==> src/rtl/alux_div_pipe.sv <==
// ----------------------------------------------------------------------------
// alux_div_pipe
// Pipelined restoring divider, one quotient bit per stage, with side payload.
// ----------------------------------------------------------------------------
module alux_div_pipe #(
  parameter int NW = 40,
  parameter int DW = 16,
  parameter int QW = 23,
  parameter int PW = 8
) (
  input  logic          clk,
  input  logic          rst,
  input  logic          en,
  input  logic          in_valid,
  input  logic [NW-1:0] num,
  input  logic [DW-1:0] den,
  input  logic [PW-1:0] pay_in,
  output logic          out_valid,
  output logic [QW-1:0] quo,
  output logic [PW-1:0] pay_out
);

  localparam int CW = ((NW > DW + QW) ? NW : DW + QW) + 1;

  logic [NW-1:0] rem_r [QW];
  logic [DW-1:0] den_r [QW];
  logic [QW-1:0] quo_r [QW];
  logic [PW-1:0] pay_r [QW];
  logic [QW-1:0] vld_r;

  for (genvar k = 0; k < QW; k++) begin : g_stage
    logic [NW-1:0] rem_in;
    logic [DW-1:0] den_in;
    logic [QW-1:0] quo_in;
    logic [PW-1:0] pay_in_k;
    logic          vld_in;
    logic [CW-1:0] shifted;
    logic          ge;
    logic [NW-1:0] rem_next;
    logic [QW-1:0] quo_next;

    if (k == 0) begin : g_first
      assign rem_in   = num;
      assign den_in   = den;
      assign quo_in   = '0;
      assign pay_in_k = pay_in;
      assign vld_in   = in_valid;
    end else begin : g_rest
      assign rem_in   = rem_r[k-1];
      assign den_in   = den_r[k-1];
      assign quo_in   = quo_r[k-1];
      assign pay_in_k = pay_r[k-1];
      assign vld_in   = vld_r[k-1];
    end

    always_comb begin
      shifted  = CW'(den_in) << (QW - 1 - k);
      ge       = CW'(rem_in) >= shifted;
      rem_next = ge ? NW'(CW'(rem_in) - shifted) : rem_in;
      quo_next = ge ? (quo_in | (QW'(1) << (QW - 1 - k))) : quo_in;
    end

    always_ff @(posedge clk) begin
      if (rst) begin
        vld_r[k] <= 1'b0;
      end else if (en) begin
        vld_r[k] <= vld_in;
      end
      if (en) begin
        rem_r[k] <= rem_next;
        den_r[k] <= den_in;
        quo_r[k] <= quo_next;
        pay_r[k] <= pay_in_k;
      end
    end
  end

  assign out_valid = vld_r[QW-1];
  assign quo       = quo_r[QW-1];
  assign pay_out   = pay_r[QW-1];

endmodule

==> config.mk <==
export PLATFORM = sky130hd
export DESIGN_NAME = alux_div_pipe
export DESIGN_NICKNAME = d
export VERILOG_FILES = /design/src/rtl/alux_div_pipe.sv
export SDC_FILE = /design/constraint.sdc
export NUM_CORES = 2
export LEC_CHECK = 0
export ABC_AREA = 0
export BUFFER_PORTS_ARGS = -buffer_cell sky130_fd_sc_hd__buf_4
export CELL_PAD_IN_SITES_DETAIL_PLACEMENT = 0
export CELL_PAD_IN_SITES_GLOBAL_PLACEMENT = 2
export CORE_MARGIN = 2
export CORE_UTILIZATION = 41
export DETAILED_ROUTE_END_ITERATION = 16
export PLACE_DENSITY = 0.74
export SLEW_MARGIN = 15
export SYNTH_ARGS = -nofsm -noshare
export SYNTH_HDL_FRONTEND = slang
export SYNTH_SLANG_ARGS = --single-unit
export TNS_END_PERCENT = 20
==> constraint.sdc <==
create_clock -name clk -period 3.1 [get_ports clk]
set_clock_uncertainty 0.15 [all_clocks]
set_input_delay 0.155 -clock clk [delete_from_list [all_inputs] [get_ports clk]]
set_output_delay 0.155 -clock clk [all_outputs]
set_load 0.1 [all_outputs]
==> results.md <==
* M1 wire length at 77700 um
* Final hold slack at 93.1 ps
* Routed WL per cell at 17.7 um
* First-pass GRT wire length at 288000 um
* Leak at 40.7 nW
* GP Congestion at 0.857
* Met2 Routed Length at 92500 um
* Drt pass-1 iters at 5
* CTS sink count at 1715
* Die X at 444 um
* Clk slew on worst S/H paths at 60 ps
* Period Utilization, post-route at 1.10
* Post-DP HPWL at 133000 um
* CTS buffer count at 188
* Fillers at 16118
* Syn Inst Count at 6104
* Period minus WS final at 3410 ps
* Final Setup Violations at 209
* Worst skew pair latency at 870 ps
* Synth-to-layout area growth at 31.5%
* Top-Level Pins at 100
* Peak Freq at 294 MHz
* Worst hold path class: input port to flop
* Mean post-synth cell area at 13.0 um2
* Die Y at 444 um
* Final WL at 184000 um
* Root Driver: clkbuf_16
* Netlist cell types at 79
* CP required at 3520 ps
* Non-Filler Instances at 10414
* CP Class: flop to flop
* CTS tree: yes
* Placed Cells at 9745
* Ys flop type: edfxtp_1
* Clock power frac at 0.265
* Met3 WL at 7760 um
* Synth Register Bits at 1715
* DRT iter0 DRCs at 2825
* Syn nets at 6562
* Final worst setup slack at -306 ps
* Power per Cell Area at 797 mW/mm2
* Via-to-Cell Ratio at 5.04
* Flop pwr share at 0.398
* Routed Antenna Nets at 0
* Largest net degree at the start of global routing at 111
* Data arrival, critical path at 3830 ps
* Port buffer count at 99
* Worst IR Drop VDD at 0.000565 V
* DP Worst Slack at -566 ps
* CP Max Fanout at 7
* P_sw at 0.0258 W
* Comb power frac at 0.336
* Drc violations at 0
* GR Overflow Total at 0
* Crit end category: flop
* Warnings from Yosys at 0
* Row Count at 161
* Switch share at 0.309
* Slew Viols, Final at 0
* Post-synth EDFFs at 1692
* RSZ-0062 raised after global routing: true
* Share of cells above drive strength 1 at 0.283
* Max-cap viol count at 0
* Final net count at 8187
* Vias in the first global route at 53559
* Max Root-Sink Buffers at 3
* Critical Path Start Type: flop
* Core area at 0.193 mm2
* Internal at 0.0576 W
* Final setup TNS at -16690 ps
* Die area at 0.198 mm2
* Max layer used: met4
* Failing checks: setup timing
* Post-synth design cell area at 0.0795 mm2
* Initial antenna violation count at 3
* FFs w/ async S/R, synth at 0
* Post-layout util at 0.543
* H-tree depth at 4
* Total track usage at 0.185
* Outcome: complete, but fails checks
* Sequential share of the synthesized area at 0.644
* Worst slew pin tran at 778 ps
* Slew HR at 0.479
* Fin. Hold Viols at 0
* Vias at 52491
* Initial Util at 0.413
[path summary, 6_finish.rpt]
path                                   start       endpoint  slack [ps]  cells after the start
worst min-delay path                 num[25]   rem_r[0][25]          90                      3
worst max-delay path            rem_r[0][60]  rem_r[0][105]        -310                     12
worst max register to register  rem_r[0][60]  rem_r[0][105]        -310                     12
worst min register to register   rem_r[0][5]   rem_r[0][45]         240                      0
[cell usage in the layout (no fill, tap or decap), types with 194 or more instances in the layout]
| master | synthesis | layout |
|---|---|---|
| nor2_1 | 421 | 401 |
| ha_1 | 368 | 316 |
| clkbuf_16 | 0 | 194 |
| a21oi_1 | 364 | 323 |
| xor2_1 | 225 | 222 |
| nand2_1 | 384 | 348 |
| edfxtp_1 | 1692 | 1692 |
| xnor2_1 | 308 | 301 |
| inv_1 | 481 | 467 |
| buf_4 | 0 | 1287 |
| o21ai_0 | 294 | 213 |
[power by group through the flow]
stage               Sequential [W]  Clock, W  Combinational [W]
global route                0.0336    0.0237             0.0309
floorplan                   0.0328         0             0.0150
global placement            0.0335         0             0.0246
detailed placement          0.0335         0             0.0248
CTS                         0.0332    0.0228             0.0268
finish                      0.0332    0.0221             0.0280
[final cells by class]
| cell class | count | area (um2) | area share |
|---|---|---|---|
| diodes | 2 | 5.00 | 0.0000478 |
| clock buffers | 244 | 4960 | 0.0474 |
| clock inverters | 103 | 1280 | 0.0123 |
| inverters | 482 | 1820 | 0.0174 |
| multi-input cells | 3812 | 29300 | 0.280 |
| flip-flops and latches | 1715 | 51300 | 0.490 |
| well taps | 2526 | 3160 | 0.0302 |
| repair buffers | 1529 | 12800 | 0.122 |
| repair inverters | 1 | 6.26 | 0.0000598 |
[registers in the layout, indices dropped and copies added, names as in the netlist]
register	flops
pay_r	184
g_stage.vld_in	22
out_valid	1
rem_r	880
quo_r	276
den_r	352
[layer usage]
metal | vias up | track usage
met5 | - | 0
li1 | 25932 | -
met1 | 25360 | 0.228
met2 | 856 | 0.327
met4 | 0 | 0.0619
met3 | 343 | 0.0343
[cell usage after synthesis (99+ instances only)]
library cell,instances,share of area
a21o_1,135,0.013
a21oi_1,364,0.023
edfxtp_1,1692,0.64
ha_1,368,0.058
inv_1,481,0.023
nand2_1,384,0.018
nand3_1,99,0.0062
nor2_1,421,0.020
nor3_1,157,0.0099
nor4_1,114,0.0090
o21ai_0,294,0.018
xnor2_1,308,0.034
xor2_1,225,0.025
[stage by stage]
| step | power (W) | instance area (um2) |
|---|---|---|
| 2_1_floorplan | 0.0478 | 79600 |
| 3_3_place_gp | 0.0581 | 92000 |
| 3_5_place_dp | 0.0584 | 92000 |
| 4_1_cts | 0.0827 | 103000 |
| 5_1_grt | 0.0883 | 105000 |
| 6_report | 0.0833 | 105000 |
[worst max-delay path: stages (launching register included)]
cell and delay (ps):
edfxtp_1 400, inv_1 70, ha_2 180, fa_2 230, nor2b_4 60, o31a_1 300
o41a_1 440, a21oi_4 240, a211oi_4 110, o21ai_2 170, and3b_2 270, buf_12 160
mux2_4 300
[cells by family (layout without fill, tap and decap cells)]
logic type,after synthesis,count (layout),synth area share
other,0,2,0
buffers and inverters,578,2359,0.0274
adders and majority gates,390,390,0.0634
AOI/OAI and AO/OA,1130,1131,0.0878
and+or+nand+nor,1660,1660,0.105
muxes,98,98,0.0134
xor gates and xnor gates,533,533,0.0587
DFF,1715,1715,0.644
[timing repair]
action	4_1_cts	5_1_grt
hold endpoints to repair	551	0
pin swaps	184	153
gates resized for setup	427	329
setup endpoints to repair	541	558
hold buffers	133	0
cloned	8	6
setup buffers	119	72
Note: power is estimated with default switching activity, not from simulation.
